--- src/rtl/assert_macros.svh ---
// ----------------------------------------------------------------------------
// assertion macros
// shared concurrent assertion forms, clocked on clk and disabled in reset
// ----------------------------------------------------------------------------
`ifndef ASSERT_MACROS_SVH
`define ASSERT_MACROS_SVH

// property must hold at every clock edge outside reset
`define ASSERT_PROP(label, prop, msg) \
    label: assert property (@(posedge clk) disable iff (!rst_n) (prop)) else $error(msg);

// expression must never be true outside reset
`define ASSERT_NEVER(label, expr, msg) \
    label: assert property (@(posedge clk) disable iff (!rst_n) !(expr)) else $error(msg);

`endif

--- src/rtl/arp_pkg.sv ---
// ----------------------------------------------------------------------------
// arp_pkg
// types and constants of the ascii radix number parser
// ----------------------------------------------------------------------------
`default_nettype none

package arp_pkg;

    // field widths
    localparam int CH_W       = 8;
    localparam int VAL_W      = 63;
    localparam int CNT_W      = 10;
    localparam int DIGIT_W    = 4;
    localparam int PROD_W     = VAL_W + DIGIT_W;
    localparam int CFG_IDX_W  = 1;
    localparam int CFG_DATA_W = VAL_W;

    localparam logic [CNT_W-1:0] CNT_MAX = {CNT_W{1'b1}};
    localparam logic [VAL_W-1:0] VAL_MAX = {VAL_W{1'b1}};

    // ascii codes
    localparam logic [CH_W-1:0] CH_ZERO    = 8'h30;
    localparam logic [CH_W-1:0] CH_NINE    = 8'h39;
    localparam logic [CH_W-1:0] CH_LOWER_A = 8'h61;
    localparam logic [CH_W-1:0] CH_LOWER_F = 8'h66;
    localparam logic [CH_W-1:0] CH_UPPER_A = 8'h41;
    localparam logic [CH_W-1:0] CH_UPPER_F = 8'h46;

    // value of the letter digit a
    localparam logic [DIGIT_W-1:0] HEX_ALPHA_BASE = 4'd10;

    // radix select codes, code three reads as decimal
    localparam logic [1:0] BASE_DEC = 2'd0;
    localparam logic [1:0] BASE_HEX = 2'd1;
    localparam logic [1:0] BASE_OCT = 2'd2;

    // configuration register indexes
    localparam logic [CFG_IDX_W-1:0] REG_NUMBER_BASE = 1'b0;
    localparam logic [CFG_IDX_W-1:0] REG_MAX_VALUE   = 1'b1;

    typedef enum logic [1:0] {
        STATUS_OK        = 2'd0,
        STATUS_NO_DIGIT  = 2'd1,
        STATUS_OVERFLOW  = 2'd2,
        STATUS_ABOVE_MAX = 2'd3
    } status_t;

    typedef struct packed {
        logic               is_digit;
        logic [DIGIT_W-1:0] value;
    } digit_t;

    typedef struct packed {
        logic [VAL_W-1:0] value;
        status_t          status;
        logic [CNT_W-1:0] digits_used;
    } result_t;

endpackage

`default_nettype wire

--- src/rtl/arp_if.sv ---
// ----------------------------------------------------------------------------
// arp_if
// valid/ready channels of the parser: byte requests in, results out
// ----------------------------------------------------------------------------
`default_nettype none

interface arp_in_if;
    logic                     valid;
    logic                     ready;
    logic [arp_pkg::CH_W-1:0] ch;
    logic                     start_req;

    modport source (output valid, output ch, output start_req, input ready);
    modport sink (input valid, input ch, input start_req, output ready);
endinterface

interface arp_out_if;
    logic                      valid;
    logic                      ready;
    logic [arp_pkg::VAL_W-1:0] value;
    logic [1:0]                status;
    logic [arp_pkg::CNT_W-1:0] digits_used;

    modport source (output valid, output value, output status, output digits_used,
                    input ready);
    modport sink (input valid, input value, input status, input digits_used,
                  output ready);
endinterface

`default_nettype wire

--- src/rtl/arp_digit.sv ---
// ----------------------------------------------------------------------------
// arp_digit
// classifies one ascii byte as a digit of the selected radix
// ----------------------------------------------------------------------------
`default_nettype none

module arp_digit (
    input  wire logic [arp_pkg::CH_W-1:0] ch,
    input  wire logic [1:0]               number_base,
    output arp_pkg::digit_t               digit
);

    logic                     is_hex;
    logic                     is_oct;
    logic [arp_pkg::CH_W-1:0] num_off;
    logic [arp_pkg::CH_W-1:0] lower_off;
    logic [arp_pkg::CH_W-1:0] upper_off;

    assign is_hex    = (number_base == arp_pkg::BASE_HEX);
    assign is_oct    = (number_base == arp_pkg::BASE_OCT);
    assign num_off   = ch - arp_pkg::CH_ZERO;
    assign lower_off = ch - arp_pkg::CH_LOWER_A;
    assign upper_off = ch - arp_pkg::CH_UPPER_A;

    // numeric digits, eight and nine rejected in octal, letters only in hex
    always_comb
    begin
        digit = '0;
        if ((ch >= arp_pkg::CH_ZERO) && (ch <= arp_pkg::CH_NINE))
        begin
            digit.value    = num_off[arp_pkg::DIGIT_W-1:0];
            digit.is_digit = !(is_oct && num_off[3]);
        end
        else if (is_hex && (ch >= arp_pkg::CH_LOWER_A) && (ch <= arp_pkg::CH_LOWER_F))
        begin
            digit.value    = lower_off[arp_pkg::DIGIT_W-1:0] + arp_pkg::HEX_ALPHA_BASE;
            digit.is_digit = 1'b1;
        end
        else if (is_hex && (ch >= arp_pkg::CH_UPPER_A) && (ch <= arp_pkg::CH_UPPER_F))
        begin
            digit.value    = upper_off[arp_pkg::DIGIT_W-1:0] + arp_pkg::HEX_ALPHA_BASE;
            digit.is_digit = 1'b1;
        end
    end

endmodule

`default_nettype wire

--- src/rtl/arp_core.sv ---
// ----------------------------------------------------------------------------
// arp_core
// parse state and the per-byte step: accumulate, range checks, result select
// ----------------------------------------------------------------------------
`default_nettype none
`include "assert_macros.svh"

module arp_core (
    input  wire logic                      clk,
    input  wire logic                      rst_n,
    input  wire logic                      step,
    input  wire logic [arp_pkg::CH_W-1:0]  ch,
    input  wire logic                      start_req,
    input  wire logic [1:0]                number_base,
    input  wire logic [arp_pkg::VAL_W-1:0] max_value,
    output logic                           emit,
    output arp_pkg::result_t               result
);

    logic [arp_pkg::VAL_W-1:0]  acc_reg;
    logic [arp_pkg::VAL_W-1:0]  acc_next;
    logic [arp_pkg::CNT_W-1:0]  cnt_reg;
    logic [arp_pkg::CNT_W-1:0]  cnt_next;
    logic                       active_reg;
    logic                       active_next;

    arp_pkg::digit_t            digit;
    logic [arp_pkg::VAL_W-1:0]  acc_base;
    logic [arp_pkg::CNT_W-1:0]  cnt_base;
    logic [arp_pkg::PROD_W-1:0] acc_wide;
    logic [arp_pkg::PROD_W-1:0] prod;
    logic [arp_pkg::PROD_W-1:0] sum;
    logic                       overflow;
    logic                       above_max;

    arp_digit u_digit (
        .ch          (ch),
        .number_base (number_base),
        .digit       (digit)
    );

    // a start byte begins from an empty accumulator
    assign acc_base = start_req ? '0 : acc_reg;
    assign cnt_base = start_req ? '0 : cnt_reg;
    assign acc_wide = arp_pkg::PROD_W'(acc_base);

    // radix multiply as shift and add
    always_comb
    begin
        case (number_base)
            arp_pkg::BASE_HEX: prod = acc_wide << 4;
            arp_pkg::BASE_OCT: prod = acc_wide << 3;
            default:           prod = (acc_wide << 3) + (acc_wide << 1);
        endcase
    end

    assign sum       = prod + arp_pkg::PROD_W'(digit.value);
    assign overflow  = |sum[arp_pkg::PROD_W-1:arp_pkg::VAL_W];
    assign above_max = (sum[arp_pkg::VAL_W-1:0] > max_value);

    // step decision
    always_comb
    begin
        emit               = 1'b0;
        result.value       = '0;
        result.status      = arp_pkg::STATUS_OK;
        result.digits_used = cnt_base;
        acc_next           = acc_reg;
        cnt_next           = cnt_reg;
        active_next        = active_reg;
        if (step && (start_req || active_reg))
        begin
            if (!digit.is_digit)
            begin
                emit        = 1'b1;
                active_next = 1'b0;
                if (start_req)
                begin
                    result.status = arp_pkg::STATUS_NO_DIGIT;
                end
                else
                begin
                    result.value = acc_base;
                end
            end
            else if (overflow)
            begin
                emit          = 1'b1;
                active_next   = 1'b0;
                result.status = arp_pkg::STATUS_OVERFLOW;
            end
            else if (above_max)
            begin
                emit          = 1'b1;
                active_next   = 1'b0;
                result.status = arp_pkg::STATUS_ABOVE_MAX;
            end
            else
            begin
                acc_next    = sum[arp_pkg::VAL_W-1:0];
                cnt_next    = (cnt_base == arp_pkg::CNT_MAX) ? cnt_base : cnt_base + 1'b1;
                active_next = 1'b1;
            end
        end
    end

    // parse state
    always_ff @(posedge clk or negedge rst_n)
    begin
        if (!rst_n)
        begin
            acc_reg    <= '0;
            cnt_reg    <= '0;
            active_reg <= 1'b0;
        end
        else
        begin
            acc_reg    <= acc_next;
            cnt_reg    <= cnt_next;
            active_reg <= active_next;
        end
    end

    // checks
    `ASSERT_PROP(a_idle_only_by_step, $fell(active_reg) |-> $past(step), "parse ended without a step")
    `ASSERT_NEVER(a_emit_keeps_active, emit && active_next, "result given while parse continues")
    `ASSERT_PROP(a_digit_advances, step && active_next |=> active_reg && (cnt_reg != '0), "digit not counted")

endmodule

`default_nettype wire

--- src/rtl/ascii_radix_number_parser.sv ---
// ----------------------------------------------------------------------------
// ascii_radix_number_parser
// streaming parser of unsigned decimal, hex or octal numbers from ascii bytes
// ----------------------------------------------------------------------------
// byte_in carries one ascii byte per request with start_req marking the first
// byte of a number; result_out carries value, status and digits_used once a
// number ends on a non-digit byte or on an error.
// cfg_wr_en writes register cfg_addr (0 number_base, 1 max_value) from cfg_wdata;
// the user must use it only while no parse is in flight; the block does not enforce it.
// throughput: one byte per cycle while result_out is not stalled; the accumulate step is
// a shift-add and one 63-bit compare between the input register and the result register.
// a byte accepted into the input register is evaluated there and its result is
// captured in the result register, from which it is offered.
// a result register parts the two sides: while a result waits, one more byte
// is taken into the input register, then byte_in.ready drops until the result
// is taken.
// reset clears the parse state and both registers to decimal and the largest
// value; no result is pending after reset.
// ----------------------------------------------------------------------------
`default_nettype none
`include "assert_macros.svh"

module ascii_radix_number_parser (
    input  wire logic                                clk,
    input  wire logic                                rst_n,
    arp_in_if.sink                                   byte_in,
    arp_out_if.source                                result_out,
    input  wire logic                                cfg_wr_en,
    input  wire logic [arp_pkg::CFG_IDX_W-1:0]       cfg_addr,
    input  wire logic [arp_pkg::CFG_DATA_W-1:0]      cfg_wdata
);

    logic [1:0]                number_base_reg;
    logic [arp_pkg::VAL_W-1:0] max_value_reg;

    logic                      in_valid_reg;
    logic                      in_valid_next;
    logic [arp_pkg::CH_W-1:0]  ch_reg;
    logic                      start_reg;

    logic                      out_valid_reg;
    logic                      out_valid_next;
    arp_pkg::result_t          result_reg;

    logic                      accept;
    logic                      advance;
    logic                      step;
    logic                      emit;
    arp_pkg::result_t          result;

    // configuration registers
    always_ff @(posedge clk or negedge rst_n)
    begin
        if (!rst_n)
        begin
            number_base_reg <= arp_pkg::BASE_DEC;
            max_value_reg   <= arp_pkg::VAL_MAX;
        end
        else if (cfg_wr_en)
        begin
            case (cfg_addr)
                arp_pkg::REG_NUMBER_BASE: number_base_reg <= cfg_wdata[1:0];
                arp_pkg::REG_MAX_VALUE:   max_value_reg   <= cfg_wdata;
                default:                  ;
            endcase
        end
    end

    // handshake and stage advance
    assign advance       = !out_valid_reg || result_out.ready;
    assign byte_in.ready = !in_valid_reg || advance;
    assign accept        = byte_in.valid && byte_in.ready;
    assign step          = in_valid_reg && advance;

    always_comb
    begin
        in_valid_next = in_valid_reg;
        if (accept)
        begin
            in_valid_next = 1'b1;
        end
        else if (advance)
        begin
            in_valid_next = 1'b0;
        end
    end

    assign out_valid_next = advance ? emit : out_valid_reg;

    // input register
    always_ff @(posedge clk or negedge rst_n)
    begin
        if (!rst_n)
        begin
            in_valid_reg <= 1'b0;
        end
        else
        begin
            in_valid_reg <= in_valid_next;
        end
    end

    always_ff @(posedge clk)
    begin
        if (accept)
        begin
            ch_reg    <= byte_in.ch;
            start_reg <= byte_in.start_req;
        end
    end

    arp_core u_core (
        .clk         (clk),
        .rst_n       (rst_n),
        .step        (step),
        .ch          (ch_reg),
        .start_req   (start_reg),
        .number_base (number_base_reg),
        .max_value   (max_value_reg),
        .emit        (emit),
        .result      (result)
    );

    // result register
    always_ff @(posedge clk or negedge rst_n)
    begin
        if (!rst_n)
        begin
            out_valid_reg <= 1'b0;
        end
        else
        begin
            out_valid_reg <= out_valid_next;
        end
    end

    always_ff @(posedge clk)
    begin
        if (advance && emit)
        begin
            result_reg <= result;
        end
    end

    assign result_out.valid       = out_valid_reg;
    assign result_out.value       = result_reg.value;
    assign result_out.status      = result_reg.status;
    assign result_out.digits_used = result_reg.digits_used;

    // checks
    `ASSERT_NEVER(a_error_value_zero, out_valid_reg && (result_reg.status != arp_pkg::STATUS_OK) && (result_reg.value != '0), "error result with nonzero value")
    `ASSERT_NEVER(a_no_digit_count, out_valid_reg && (result_reg.status == arp_pkg::STATUS_NO_DIGIT) && (result_reg.digits_used != '0), "no-digit result with a count")
    `ASSERT_PROP(a_stall_holds_input, in_valid_reg && !advance |=> in_valid_reg && $stable(ch_reg), "pending byte lost under stall")

endmodule

`default_nettype wire

--- src/flat_wrapper.sv ---
// flat-port wrapper written by rule: the top's interface ports become plain ports
module ascii_radix_number_parser_flat 
  (clk, rst_n, cfg_wr_en, cfg_addr, cfg_wdata, byte_in_valid, byte_in_ch, byte_in_start_req, byte_in_ready, result_out_valid, result_out_value, result_out_status, result_out_digits_used, result_out_ready);
  arp_in_if byte_in_i ();
  arp_out_if result_out_i ();
  input  wire logic clk;
  input  wire logic rst_n;
  input  wire logic cfg_wr_en;
  input  wire logic [arp_pkg::CFG_IDX_W-1:0] cfg_addr;
  input  wire logic [arp_pkg::CFG_DATA_W-1:0] cfg_wdata;
  input wire logic [$bits(byte_in_i.valid)-1:0] byte_in_valid;
  input wire logic [$bits(byte_in_i.ch)-1:0] byte_in_ch;
  input wire logic [$bits(byte_in_i.start_req)-1:0] byte_in_start_req;
  output wire logic [$bits(byte_in_i.ready)-1:0] byte_in_ready;
  output wire logic [$bits(result_out_i.valid)-1:0] result_out_valid;
  output wire logic [$bits(result_out_i.value)-1:0] result_out_value;
  output wire logic [$bits(result_out_i.status)-1:0] result_out_status;
  output wire logic [$bits(result_out_i.digits_used)-1:0] result_out_digits_used;
  input wire logic [$bits(result_out_i.ready)-1:0] result_out_ready;
  assign byte_in_i.valid = byte_in_valid;
  assign byte_in_i.ch = byte_in_ch;
  assign byte_in_i.start_req = byte_in_start_req;
  assign byte_in_ready = byte_in_i.ready;
  assign result_out_valid = result_out_i.valid;
  assign result_out_value = result_out_i.value;
  assign result_out_status = result_out_i.status;
  assign result_out_digits_used = result_out_i.digits_used;
  assign result_out_i.ready = result_out_ready;
  ascii_radix_number_parser u_core (.clk(clk), .rst_n(rst_n), .byte_in(byte_in_i), .result_out(result_out_i), .cfg_wr_en(cfg_wr_en), .cfg_addr(cfg_addr), .cfg_wdata(cfg_wdata));
endmodule
--- config.mk ---
export PLATFORM = sky130hd
export DESIGN_NAME = ascii_radix_number_parser_flat
export DESIGN_NICKNAME = d
export VERILOG_FILES = /design/src/rtl/arp_pkg.sv /design/src/rtl/arp_if.sv /design/src/rtl/arp_digit.sv /design/src/rtl/arp_core.sv /design/src/rtl/ascii_radix_number_parser.sv /design/src/flat_wrapper.sv
export VERILOG_INCLUDE_DIRS = /design/src /design/src/rtl
export SDC_FILE = /design/constraint.sdc
export NUM_CORES = 1
export LEC_CHECK = 0
export BUFFER_PORTS_ARGS = -buffer_cell sky130_fd_sc_hd__buf_4
export CELL_PAD_IN_SITES_DETAIL_PLACEMENT = 0
export CELL_PAD_IN_SITES_GLOBAL_PLACEMENT = 2
export CORE_ASPECT_RATIO = 1.75
export CORE_MARGIN = 2
export CORE_UTILIZATION = 35
export CTS_CLUSTER_DIAMETER = 100
export DETAILED_ROUTE_END_ITERATION = 10
export PLACE_DENSITY = 0.8
export SETUP_SLACK_MARGIN = 0.3
export SYNTH_ARGS = -nofsm -noshare
export SYNTH_HDL_FRONTEND = slang
export SYNTH_SLANG_ARGS = --single-unit
--- constraint.sdc ---
create_clock -name clk -period 31.1 [get_ports clk]
set_input_delay 4.665 -clock clk [delete_from_list [all_inputs] [get_ports clk]]
set_output_delay 4.665 -clock clk [all_outputs]
set_load 0.05 [all_outputs]
# Word level (Yosys, flattened, before mapping)
# Index checks and enable logic that the tools add are counted.
# W data, S select, Z words.
classes:
  add_sub_neg: 8
  n_eq_ne: 3
  bitwise_logic: 4
  muxes: 20
  n_reduce_logical: 22
  order_cmp: 7
op_table:
  columns: ["operator", "count"]
  rows:
  - ["$pmux W67 S2", 1]
  - ["$add A66 B64 Y67", 1]
  - ["$add A67 B4 Y67", 1]
  - ["$gt A63 B63 Y1", 1]
  - ["$mux W63", 1]
  - ["$mux W10", 2]
  - ["$ge A8 B7 Y1 const B", 2]
  - ["$le A8 B7 Y1 const B", 2]
  - ["$mux W5", 3]
  - ["$sub A4 B1 Y4 const B", 3]
  - ["$add A10 B1 Y10 const B", 1]
  - ["$eq A10 B10 Y1 const B", 1]
  - ["$logic_and A1 B1 Y1", 10]
  - ["$mux W1", 10]
  - ["$add A4 B4 Y4 const B", 2]
  - ["$ge A8 B6 Y1 const B", 1]
  - ["$le A8 B6 Y1 const B", 1]
  - ["$mux W2", 3]
  - ["$not A1 Y1", 4]
  - ["$reduce_and A2 Y1", 2]
  - ["$reduce_and A4 Y1", 1]
  - ["$reduce_or A4 Y1", 1]
  - ["$logic_not A1 Y1", 3]
  - ["$logic_or A1 B1 Y1", 3]
  - ["4 further kinds", 4]
totals:
  wordCells: 76
  output_inout_bits: 77
  regBits: 225
  input_bits: 78

# Logic depth before layout (Yosys ltp)
# Gate-level depths: netlist of the first run.
depth:
  depth_word: 13
  ltp_mapped: 42
  mapped_depth_nobuf: 35

# Cells and area by module
# A second synthesis of the first run with hierarchy kept.
unflattened:
  hier_cells: 2315
  area_unflattened_um2: 20166.8
modules_own_cells:
  columns: ["module", "seq_area_each_um2", "n_inst", "cells_each", "area_each_um2"]
  rows:
  - ["arp_core", 1851.8, 1, 2058, 14816.7]
  - ["ascii_radix_number_parser", 4277.9, 1, 231, 5152.4]
  - ["arp_digit", 0.0, 1, 26, 197.7]

# Worst setup path after synthesis of the first run
# No wires, ideal clock.
synth_path:
  path_type: "reg2reg"
  start: "reg u_core.start_reg"
  end: "reg u_core.result_reg, in the netlist u_core.result_out.digits_used[0], enable pin"
  stages_incl_launch_ff: 33
  arrival_time_ps: 10817
  setup_ps: 509
  setup_slack_ps: 19774
  period_less_slack_ps: 11326
  required_ps: 30591
  path_buffers: 8
  cell_sequence: "edfxtp_1 buf_4 clkbuf_1 clkbuf_1 clkbuf_1 buf_1 clkbuf_1 clkbuf_1 buf_1 nor2_1 ha_1 nor2b_1 a31o_2 a311oi_2 o21ai_0 a221o_1 a31o_2 xor2_1 o21ai_0 nor4b_1 and4b_1 nand2_1 xor2_1 ha_1 nand4_1 nor4_1 nand2_1 nor3_1 o221ai_1 a311o_1 a22oi_1 nor3_1 nor2_1"
synth_between:
  elab_chain_cells: 10
  elab_cells_between_ends: 13
  classes_between: "2 x add/sub; 1 x order compare; 6 x mux; 4 x reduce/logical"
synth_rtl:
  columns: ["item", "line_no", "source"]
  rows:
  - ["from (decl)", "ascii_radix_number_parser.sv:39", "logic start_reg;"]
  - ["from (signal assigned)", "ascii_radix_number_parser.sv:108", "start_reg <= byte_in.start_req;"]
  - ["$mux W63 *", "arp_core.sv:43", "assign acc_base = start_req ? '0 : acc_reg;"]
  - ["named net u_core.u_core.acc_base, one bit", "arp_core.sv:28", "logic [arp_pkg::VAL_W-1:0] acc_base;"]
  - ["$add A66 B64 Y67", "arp_core.sv:53", "default: prod = (acc_wide << 3) + (acc_wide << 1);"]
  - ["$pmux W67 S2 *", "arp_core.sv:50", "case (number_base)"]
  - ["$add A67 B4 Y67 *", "arp_core.sv:57", "assign sum = prod + arp_pkg::PROD_W'(digit.value);"]
  - ["named net u_core.u_core.sum, one bit", "arp_core.sv:32", "logic [arp_pkg::PROD_W-1:0] sum;"]
  - ["$gt A63 B63 Y1 *", "arp_core.sv:59", "assign above_max = (sum[arp_pkg::VAL_W-1:0] > max_value);"]
  - ["$mux W1 *", "arp_core.sv:92", "else if (above_max)"]
  - ["$mux W1 *", "arp_core.sv:86", "else if (overflow)"]
  - ["$mux W1 *", "arp_core.sv:73", "if (!digit.is_digit)"]
  - ["$mux W1 *", "arp_core.sv:71", "if (step && (start_req || active_reg))"]
  - ["$logic_and A1 B1 Y1 *", "ascii_radix_number_parser.sv:139", "if (advance && emit)"]
  - ["to (signal assigned)", "ascii_radix_number_parser.sv:141", "result_reg <= result;"]
  - ["to (decl)", "ascii_radix_number_parser.sv:43", "arp_pkg::result_t result_reg;"]
# Mark *: on every way through the listed nets, which the timed path passes. The rest lies on a longest branch.
# A chain may end at the register's enable or synchronous reset.

# Final worst setup path of the first run
layout_path:
  start: "reg u_core.start_reg"
  end: "reg u_core.u_core.acc_reg[61] (netlist name)"
layout_between:
  elab_chain_cells: 7
  elab_cells_between_ends: 11
  classes_between: "2 x add/sub; 1 x order compare; 2 x mux; 2 x bitwise; 4 x reduce/logical"
layout_rtl:
  columns: ["item", "line_no", "source"]
  rows:
  - ["$mux W63 *", "arp_core.sv:43", null]
  - ["named net u_core.u_core.acc_base, one bit", "arp_core.sv:28", null]
  - ["$add A66 B64 Y67", "arp_core.sv:53", null]
  - ["$pmux W67 S2 *", "arp_core.sv:50", null]
  - ["$add A67 B4 Y67 *", "arp_core.sv:57", null]
  - ["named net u_core.u_core.sum, one bit", "arp_core.sv:32", null]
  - ["$gt A63 B63 Y1 *", "arp_core.sv:59", null]
  - ["$not A1 Y1 (no line) *", null, null]
  - ["$reduce_and A4 Y1 (no line) *", null, null]
  - ["to (signal assigned)", "arp_core.sv:118", "acc_reg <= acc_next;"]
  - ["to (decl)", "arp_core.sv:20", "logic [arp_pkg::VAL_W-1:0] acc_reg;"]
# Marks and branches as above.

==> results of run 1 <==
==> cells by family (layout without fill, tap and decap cells) <==
kind of cell	after synthesis	count (layout)	share of synthesized area, %
compound gates	601	601	21.2
buf+inv	244	319	5.50
flops	225	225	31.6
fa+ha+maj	108	108	6.98
mux	133	133	8.44
xor+xnor	109	109	5.11
simple gates	760	760	21.2
==> per-layer routing <==
metal / wire length [um] / global-route usage, % / share of wire [%]
met5: 0 / 0 / 0
met4: 5140 / 15.6 / 6.9
met3: 2870 / 2.76 / 3.8
met2: 39000 / 47.9 / 52
met1: 27700 / 27.3 / 37
==> layout make-up <==
type	count	area [um^2]
well taps	696	871
fillers	5537	33200
inverters	96	360
clock inverters	15	180
repair buffers	177	1330
flip-flops and latches	225	6130
clock buffers	31	699
multi-input cells	1711	12300
==> worst max path at each step <==
stage / from / to / slack [ns] / cells past startpoint
after detailed placement: u_core.start_reg / u_core.u_core.acc_reg[60] / 20.46 / 28
after global placement: u_core.start_reg / u_core.u_core.acc_reg[61] / 20.56 / 28
after floorplan: u_core.start_reg / u_core.result_out.digits_used[0] / 19.77 / 32
after global routing: u_core.start_reg / u_core.u_core.acc_reg[61] / 19.70 / 28
final: u_core.start_reg / u_core.u_core.acc_reg[61] / 20.43 / 28
after CTS: u_core.start_reg / u_core.u_core.acc_reg[61] / 20.42 / 28
==> stage by stage <==
stage,cell area (um^2),std cells,hold slack (ns)
5_1_grt,21800,2951,0.532
3_5_place_dp,20900,2905,0.468
6_report,21800,2951,0.479
4_1_cts,21800,2951,0.484
3_3_place_gp,20900,2905,0.458
2_1_floorplan,19400,2180,0.442
==> worst max-delay path: cells and delay by family, from the launching register on <==
kind	cells	cell delay (ns)
fa+ha+maj	2	0.62
simple gates	10	2.98
compound gates	10	3.08
xor+xnor	2	0.76
buf+inv	3	2.15
flops	1	0.34
mux	1	0.42
==> cells in the mapped netlist (all sizes together), types with 8 or more instances <==
library cell and count:
o21a 12, edfxtp 84, a221oi 22, buf 60, nand4b 8, a211o 9
dfrtp 78, clkbuf 88, nor2 174, and3 16, o21bai 13, inv 95
a2111oi 8, dfstp 63, or3 20, a221o 13, o21ai 112, and2 43
a22oi 43, nand3 36, nor2b 62, nor3 75, ha 105, nand4 56
a211oi 11, nand2b 24, o211ai 31, nor3b 35, a21oi 147, nand2 152
xnor2 69, a21o 45, nor4 17, or2 8, a22o 12, xor2 40
a31oi 26, mux2 126, o22ai 12
==> where the power goes <==
part | switching, mW | internal [mW] | total [mW]
sequential | 0.0182 | 0.344 | 0.363
clock | 0.133 | 0.187 | 0.320
combinational | 0.165 | 0.0846 | 0.250
total | 0.317 | 0.616 | 0.933
==> impl_metrics.json, run 1 <==
{
  "hold_path_end": "u_core.u_core.cnt_reg[0]",
  "path_clk_slew_ns": 0.06,
  "fin_setup_tns_ns": 0,
  "synth-seq-cells": 225,
  "fin_nets": 2420,
  "post_cts_buffers": 0,
  "crit_top_cell": "buf_4",
  "avgSynthCellArea_um2": 8.90,
  "fin_crit_ns": 10.67,
  "power.total_mw": 0.933,
  "core_area_um2": 55100,
  "antenna_found_initial": 0,
  "syn_to_final_growth_pct": 12.4,
  "cts_made_buffers": 25,
  "grt_max_degree": 76,
  "crit_path_end_kind": "flop",
  "start_util_pct": 35.3,
  "wl_um": 74800,
  "tightest_slew_ns": 1.22,
  "power_density_nw_per_um2": 42.7,
  "dp_hpwl_um": 58200,
  "leakage_nw": 8.89,
  "r2r-end": "u_core.u_core.acc_reg[61]",
  "crit_fanout": 65,
  "synth_cell_types": 109,
  "hold_violations": 0,
  "via_per_inst": 5.93,
  "syn-num-nets": 2364,
  "final_common_cell": "buf_4",
  "finClkSkew_ns": 0.0233,
  "setup_ws_ns": 20.43,
  "postSynthCellCount": 2180,
  "synth_area_um2": 19400,
  "grt_pass1_vias": 17544,
  "cp-start-kind": "flop",
  "cts_sinks": 225,
  "dieArea_um2": 57400,
  "post-route-period-util_pct": 34.3,
  "antenna_cells": 0,
  "clock_latency_ns": 0.57,
  "place_congestion": 0.988,
  "grt_overflow": 0,
  "required_ns": 31.54,
  "grt_usage_pct": 25.5,
  "cp.arrival_ns": 11.12,
  "yosys.area.top_type": "edfxtp_1",
  "synth_edf_count": 84,
  "cts_tree": "yes",
  "max_freq_mhz": 93.7,
  "min_path_type": "flop to flop",
  "grt_setup_unrepaired": "false",
  "cts_root_buf": "clkbuf_16",
  "peakVddDrop_mv": 0.0468,
  "rrSetupSlack_ns": 20.43,
  "layout_common_cells": "buf_4, nor2_1, nand2_1, a21oi_1, o21ai_0",
  "ys.flop_type": "edfxtp_1",
  "crit_path_max_incr_delay_ns": 0.94,
  "wl_per_cell_um": 25.3,
  "drv_cap": 0,
  "io_pins": 155,
  "post-route-util_pct": 39.6,
  "status": "completed",
  "drtPass1Iterations": 8,
  "final-setup-viol-count": 0,
  "yosysSeqAreaShare_pct": 31.6,
  "io_buffer_count": 154,
  "drc": 0,
  "cts_buffer_depth": 3,
  "cp_slowest_cell": "buf_4",
  "vias": 17502,
  "drtIter0Drc": 1175,
  "fp-row-count": 114,
  "drive_above_1_share_pct": 20.6,
  "htreeDepth": 1,
  "die_h_um": 316,
  "critical_path_class": "flop to flop",
  "hp-start": "u_core.u_core.cnt_reg[0]",
  "pre_cts_ws_ns": 20.46,
  "reg2regPathDepth": 28,
  "yosysWarnings": 0,
  "reg2reg_from": "u_core.start_reg",
  "hold_buffers": 0,
  "synth_top_area_share_pct": 13.0,
  "worstHoldPathCells": 2,
  "synth_area_leaders": "edfxtp_1, dfrtp_1, dfstp_2, ha_1, mux2_2",
  "max_slew_margin_pct": 18.2,
  "grt_pass1_wl_um": 111000,
  "drv_slew": 0,
  "fp.dieW_um": 182,
  "async_flop_share_pct": 62.7,
  "ctsResizeCount": 0,
  "ant_nets": 0
}
(Power assumes the default switching activity.)
==> run 2, diff against run 1 <==
==> constraint.sdc (replaced) <==
create_clock -name clk -period 10.9 [get_ports clk]
set_input_delay 1.635 -clock clk [delete_from_list [all_inputs] [get_ports clk]]
set_output_delay 1.635 -clock clk [all_outputs]
set_load 0.05 [all_outputs]
==> run 2 against run 1 <==
  * Worst setup slack lost 19 ns
  * Sequential power grew to 2.9 times the previous value
  * Register-to-register slack lost 19 ns
  * Clock power grew to 2.6 times the previous value
  * First-iteration DRC count grew 0.26%
  * Sequential share of layout area grew 0.089 points
  * Global-route usage grew 0.12 points
  * Highest routed layer unchanged
  * Sequential cell count is the same
  * Via count grew 1.0%
==> impl_metrics.json, run 2 (synthesis gave the netlist of run 1 again) <==
{
  "timing.hold.ws_ns": 0.481,
  "hold_violations": 0,
  "via_per_inst": 5.98,
  "max_freq_mhz": 107,
  "post-route-period-util_pct": 86.1,
  "drive_above_1_share_pct": 20.5,
  "dp_hpwl_um": 58100,
  "start_util_pct": 35.3,
  "dpl.cell_count": 2908,
  "tightest_slew_ns": 1.22,
  "finClkSkew_ns": 0.0138,
  "die_h_um": 316,
  "antenna_found_initial": 0,
  "hold_buffers": 0,
  "fin_setup_tns_ns": 0,
  "fill_cells": 5629,
  "reg2regPathDepth": 30,
  "rrSetupSlack_ns": 1.52,
  "final-setup-viol-count": 0,
  "hp-start": "u_core.u_core.cnt_reg[0]",
  "grt_pass1_wl_um": 112000,
  "crit_path_max_incr_delay_ns": 1.02,
  "seq_power_share_pct": 40.2,
  "cp-start-kind": "flop",
  "max_slew_margin_pct": 18.4,
  "final_common_cell": "buf_4",
  "grt_overflow": 0,
  "core_area_um2": 55100,
  "p_sw_mw": 0.906,
  "crit_fanout": 41,
  "wl_per_cell_um": 25.2,
  "peakVddDrop_mv": 0.121,
  "path_clk_slew_ns": 0.06,
  "grt_max_degree": 87,
  "cts_root_buf": "clkbuf_16",
  "grt_pass1_vias": 17997,
  "fp-row-count": 114,
  "crit_path_end_kind": "flop",
  "r2r-end": "u_core.u_core.acc_reg[62]",
  "place_congestion": 0.964,
  "status": "completed",
  "grt_usage_pct": 25.7,
  "power_density_nw_per_um2": 119,
  "reg2reg_from": "u_core.ch_reg[0]",
  "hold_path_end": "u_core.u_core.cnt_reg[0]",
  "drtPass1Iterations": 5,
  "io_pins": 155,
  "ant_nets": 0,
  "cts_sinks": 225,
  "clock_latency_ns": 0.58,
  "drv_cap": 0,
  "fp.dieW_um": 182,
  "drv_slew": 0,
  "antenna_cells": 0,
  "vias": 17679,
  "stdcell_count": 2954,
  "required_ns": 11.35,
  "cp_slowest_cell": "a2111oi_1",
  "grt_setup_unrepaired": "false",
  "fin_nets": 2423,
  "drtIter0Drc": 1178,
  "min_path_type": "flop to flop",
  "power_frac_comb_pct": 27.6,
  "critical_path_class": "flop to flop",
  "leakage_nw": 8.85,
  "syn_to_final_growth_pct": 12.1,
  "cts_buffer_depth": 3,
  "drc": 0,
  "fin_crit_ns": 9.38,
  "ctsResizeCount": 0,
  "cts_made_buffers": 25,
  "power_switching_share_pct": 35.0,
  "io_buffer_count": 154,
  "worstHoldPathCells": 2,
  "post_cts_buffers": 0,
  "layout_common_cells": "buf_4, nor2_1, nand2_1, a21oi_1, o21ai_0",
  "clock_power_share_pct": 32.2,
  "cts_tree": "yes",
  "wl_um": 74500,
  "dieArea_um2": 57400,
  "htreeDepth": 1,
  "p_int_mw": 1.68,
  "cp.arrival_ns": 9.84
}
-- run 2: layer usage --
metal / wire [um] / global-route usage [%] / part of all wire, %
met3: 3270 / 2.66 / 4.4
met5: 0 / 0 / 0
met2: 37900 / 47.3 / 51
met1: 26900 / 27.0 / 36
met4: 6480 / 18.8 / 8.7
-- run 2: critical path, delay by kind of cell (launching register included) --
| family | cells | cell delay (ns) |
|---|---|---|
| AOI/OAI and AO/OA | 12 | 3.47 |
| and+or+nand+nor | 9 | 2.77 |
| buffers and inverters | 3 | 0.92 |
| adders and majority gates | 4 | 0.83 |
| DFF | 1 | 0.44 |
| muxes | 1 | 0.40 |
| xor gates and xnor gates | 1 | 0.39 |
-- run 2: area by class of cell --
cell class,instances,area [um^2],area share [%]
Tap cell,696,871,4.00
Inverter,96,360,1.66
Clock inverter,14,126,0.581
Timing Repair Buffer,180,1360,6.23
Clock buffer,32,662,3.04
Multi-Input combinational cell,1711,12300,56.3
Sequential cell,225,6130,28.2
-- run 2: through the flow --
step	utilization [%]	worst slack [ns]	total power, mW	cell area, um^2
finish	39.5	1.52	2.59	21800
global route	39.5	0.879	2.72	21800
CTS	39.5	1.39	2.62	21800
detailed placement	38.1	1.45	1.76	21000
global placement	38.1	1.67	1.76	21000
floorplan	-	0.827	1.50	19400
-- run 2: power groups by stage --
stage / clock, mW / combinational [mW] / sequential (mW)
after floorplan: 0 / 0.415 / 1.09
after detailed placement: 0 / 0.710 / 1.05
final: 0.835 / 0.715 / 1.04
after global routing: 0.894 / 0.777 / 1.05
after global placement: 0 / 0.703 / 1.05
after CTS: 0.861 / 0.715 / 1.04
-- run 2: how the worst max path moves through the flow --
stage	slack [ns]	start	cells after the start	endpoint
5_1_grt	0.88	u_core.ch_reg[0]	32	u_core.u_core.cnt_reg[4]
6_report	1.52	u_core.ch_reg[0]	30	u_core.u_core.acc_reg[62]
4_1_cts	1.39	u_core.ch_reg[0]	31	u_core.u_core.acc_reg[62]
3_3_place_gp	1.67	u_core.ch_reg[0]	31	u_core.u_core.acc_reg[60]
3_5_place_dp	1.45	u_core.ch_reg[0]	31	u_core.u_core.acc_reg[61]
2_1_floorplan	0.83	u_core.start_reg	32	u_core.result_out.digits_used[0]
==> run 3, diff against run 2 <==
--- a/config.mk
+++ b/config.mk
@@ -6,15 +6,16 @@
 export SDC_FILE = /design/constraint.sdc
 export NUM_CORES = 1
 export LEC_CHECK = 0
+export ABC_AREA = 1
 export BUFFER_PORTS_ARGS = -buffer_cell sky130_fd_sc_hd__buf_4
 export CELL_PAD_IN_SITES_DETAIL_PLACEMENT = 0
 export CELL_PAD_IN_SITES_GLOBAL_PLACEMENT = 2
 export CORE_ASPECT_RATIO = 1.75
 export CORE_MARGIN = 2
-export CORE_UTILIZATION = 35
+export CORE_UTILIZATION = 34
 export CTS_CLUSTER_DIAMETER = 100
 export DETAILED_ROUTE_END_ITERATION = 10
-export PLACE_DENSITY = 0.8
+export PLACE_DENSITY = 0.86
 export SETUP_SLACK_MARGIN = 0.3
 export SYNTH_ARGS = -nofsm -noshare
 export SYNTH_HDL_FRONTEND = slang
==> run 3 against run 2 <==
  * Synthesized cell count up 45%
  * Routed wire length up 13%
  * Combinational power up 90%
  * Fmax up 1.9%
  * Sequential cell count unchanged
  * Clock skew up 0.024 ns
  * First-iteration DRC count up 20%
  * Highest routed layer unchanged
  * Non-clock buffer count down 13
  * Cell count up 37%
  * Sequential power up 7%
  * Critical path depth up 3
  * Core utilization down 0.70 points
==> impl_metrics.json, run 3 <==
{
  "htreeDepth": 1,
  "synth.most_common_cell": "nand2_1",
  "cts_tree": "yes",
  "drive_above_1_share_pct": 13.0,
  "cp_slowest_cell": "nor3_1",
  "synthXorXnorAreaFrac_pct": 2.66,
  "postSynthCellCount": 3155,
  "hold_violations": 0,
  "synth_adder_area_share_pct": 6.54,
  "path_clk_slew_ns": 0.07,
  "synth_top_family_by_area": "simple AND/OR/NAND/NOR gates",
  "ant_nets": 0,
  "dr.max_layer_used": "met4",
  "critical_path.startpoint": "u_core.start_reg",
  "power.total_mw": 3.36,
  "synth-seq-cells": 225,
  "synth_area_um2": 20400,
  "syn-num-nets": 3339,
  "dp_hpwl_um": 68500,
  "grt_pass1_wl_um": 127000,
  "worst-path-stages": 33,
  "power_density_nw_per_um2": 146,
  "fin_nets": 3441,
  "drv_cap": 0,
  "fp.dieW_um": 189,
  "final-setup-viol-count": 0,
  "drtIter0Drc": 1416,
  "crit_top_cell": "nand2_1",
  "crit_fanout": 112,
  "fp-row-count": 118,
  "synth_top_area_share_pct": 18.3,
  "core_area_um2": 59200,
  "drt-met1-wl_um": 33600,
  "io_buffer_count": 154,
  "grt_usage_pct": 26.9,
  "fill_cells": 6433,
  "layout_common_cells": "nand2_1, inv_1, nor2_1, nand3_1, buf_4",
  "min_path_type": "flop to flop",
  "grt_overflow": 0,
  "synth_mux_area_share_pct": 0,
  "cp-start-kind": "flop",
  "cts_sinks": 225,
  "yosysWarnings": 0,
  "regArea_um2": 6130,
  "crit_family": "simple AND/OR/NAND/NOR gates",
  "hp-start": "u_core.u_core.acc_reg[36]",
  "synth_cell_types": 59,
  "wl_met2_um": 42800,
  "drc": 0,
  "yosysSeqAreaShare_pct": 30.0,
  "cts_root_buf": "clkbuf_16",
  "required_ns": 11.35,
  "synth_compound_area_share_pct": 9.18,
  "worstHoldPathCells": 2,
  "leakage_nw": 11.5,
  "fin_crit_ns": 9.21,
  "synth-simple-area-share_pct": 39.8,
  "post-route-period-util_pct": 84.5,
  "dieArea_um2": 62100,
  "antenna_found_initial": 1,
  "syn_to_final_growth_pct": 12.6,
  "hold_buffers": 0,
  "critical_path_class": "flop to flop",
  "wl_um": 84600,
  "grt_setup_unrepaired": "false",
  "cts_buffer_depth": 3,
  "multiInputGateArea_um2": 11900,
  "max_freq_mhz": 109,
  "async_flop_share_pct": 62.7,
  "peakVddDrop_mv": 0.141,
  "post_cts_buffers": 0,
  "crit_path_max_incr_delay_ns": 0.71,
  "dr_wl_met3_um": 3340,
  "fin_setup_tns_ns": 0,
  "synth_area_leaders": "nand2_1, edfxtp_1, dfrtp_1, inv_1, dfstp_2",
  "ctsResizeCount": 0,
  "grt_max_degree": 113,
  "clock_latency_ns": 0.58,
  "wl_per_cell_um": 20.9,
  "finClkSkew_ns": 0.0373,
  "start_util_pct": 34.5,
  "ys.flop_type": "edfxtp_1",
  "status": "completed",
  "via_per_inst": 5.19,
  "avgSynthCellArea_um2": 6.47,
  "vias": 21053,
  "synth_edf_count": 84,
  "yosys.area.top_type": "nand2_1",
  "grt_pass1_vias": 21062,
  "io_pins": 155,
  "crit_path_end_kind": "flop",
  "cts_made_buffers": 25,
  "critPathBufInv": 6,
  "drv_slew": 0,
  "reg2reg_from": "u_core.start_reg",
  "reg2regPathDepth": 33,
  "synthTopCellsByCount": "nand2_1, inv_1, nor2_1",
  "final_common_cell": "nand2_1",
  "drtPass1Iterations": 7,
  "die_h_um": 328,
  "max_slew_margin_pct": 29.4,
  "cp.arrival_ns": 9.66,
  "place_congestion": 0.951,
  "tightest_slew_ns": 1.06
}
-- run 3: cell count changes after synthesis, sizes merged, moves of 43 or more --
| cell | delta |
|---|---|
| mux2 | -126 |
| o21ai | -46 |
| inv | +396 |
| nand3 | +187 |
| a21o | -44 |
| xnor2 | -55 |
| a22oi | -43 |
| nor2 | +264 |
| nor2b | -62 |
| nand2 | +876 |
| nand4 | +55 |
-- run 3: where the power goes --
part | total (mW) | switching (mW) | leakage, nW | internal [mW]
Combinational | 1.36 | 1.00 | 8.51 | 0.353
Sequential | 1.11 | 0.0665 | 2.56 | 1.04
Clock | 0.896 | 0.384 | 0.420 | 0.512
-- run 3: worst register-to-register path: cells and delay by family, from the launching register on --
kind          cells  cell delay (ns)
buf+inv           6             2.09
xor+xnor          1             0.19
fa+ha+maj         2             0.72
simple gates     24             5.65
flops             1             0.48
-- run 3: area by class of cell --
| cell class | instances | share of cell area [%] |
|---|---|---|
| clock buffers | 37 | 3.33 |
| inverters | 496 | 8.13 |
| diodes | 1 | 0.0109 |
| multi-input cells | 2342 | 51.8 |
| well taps | 780 | 4.25 |
| clock inverters | 8 | 0.359 |
| flip-flops and latches | 225 | 26.7 |
| repair buffers | 167 | 5.47 |
-- run 3: cells by family after synthesis --
family / Yosys count
AOI/OAI and AO/OA: 315
xor gates and xnor gates: 62
adders and majority gates: 106
buffers and inverters: 588
DFF: 225
and+or+nand+nor: 1859
-- run 3: worst paths after layout --
check / slack, ns / endpoint
min in group asynchronous: 1.11 / u_core.u_core.acc_reg[53]
setup / recovery: 1.69 / u_core.u_core.acc_reg[8]
setup reg to reg: 1.69 / u_core.u_core.acc_reg[8]
hold / removal: 0.48 / u_core.u_core.acc_reg[36]
hold reg to reg: 0.48 / u_core.u_core.acc_reg[36]
max in group asynchronous: 8.55 / u_core.in_valid_reg
-- run 3: through the flow --
step | setup WS (ns) | hold WS [ns] | util [%] | area, um^2 | instances
6_report | 1.69 | 0.483 | 38.8 | 23000 | 4056
5_1_grt | 1.07 | 0.502 | 38.8 | 23000 | 4055
4_1_cts | 1.55 | 0.485 | 38.8 | 23000 | 4055
3_5_place_dp | 1.57 | 0.467 | 37.4 | 22100 | 4010
3_3_place_gp | 1.53 | 0.464 | 37.4 | 22100 | 4010
2_1_floorplan | 3.02 | 0.449 | - | 20400 | 3155
-- run 3: layer usage --
metal,global-route usage [%],vias to the layer above
met5,0,-
met4,14.2,0
met3,2.10,159
met2,49.0,585
met1,31.3,9961
li1,-,10348
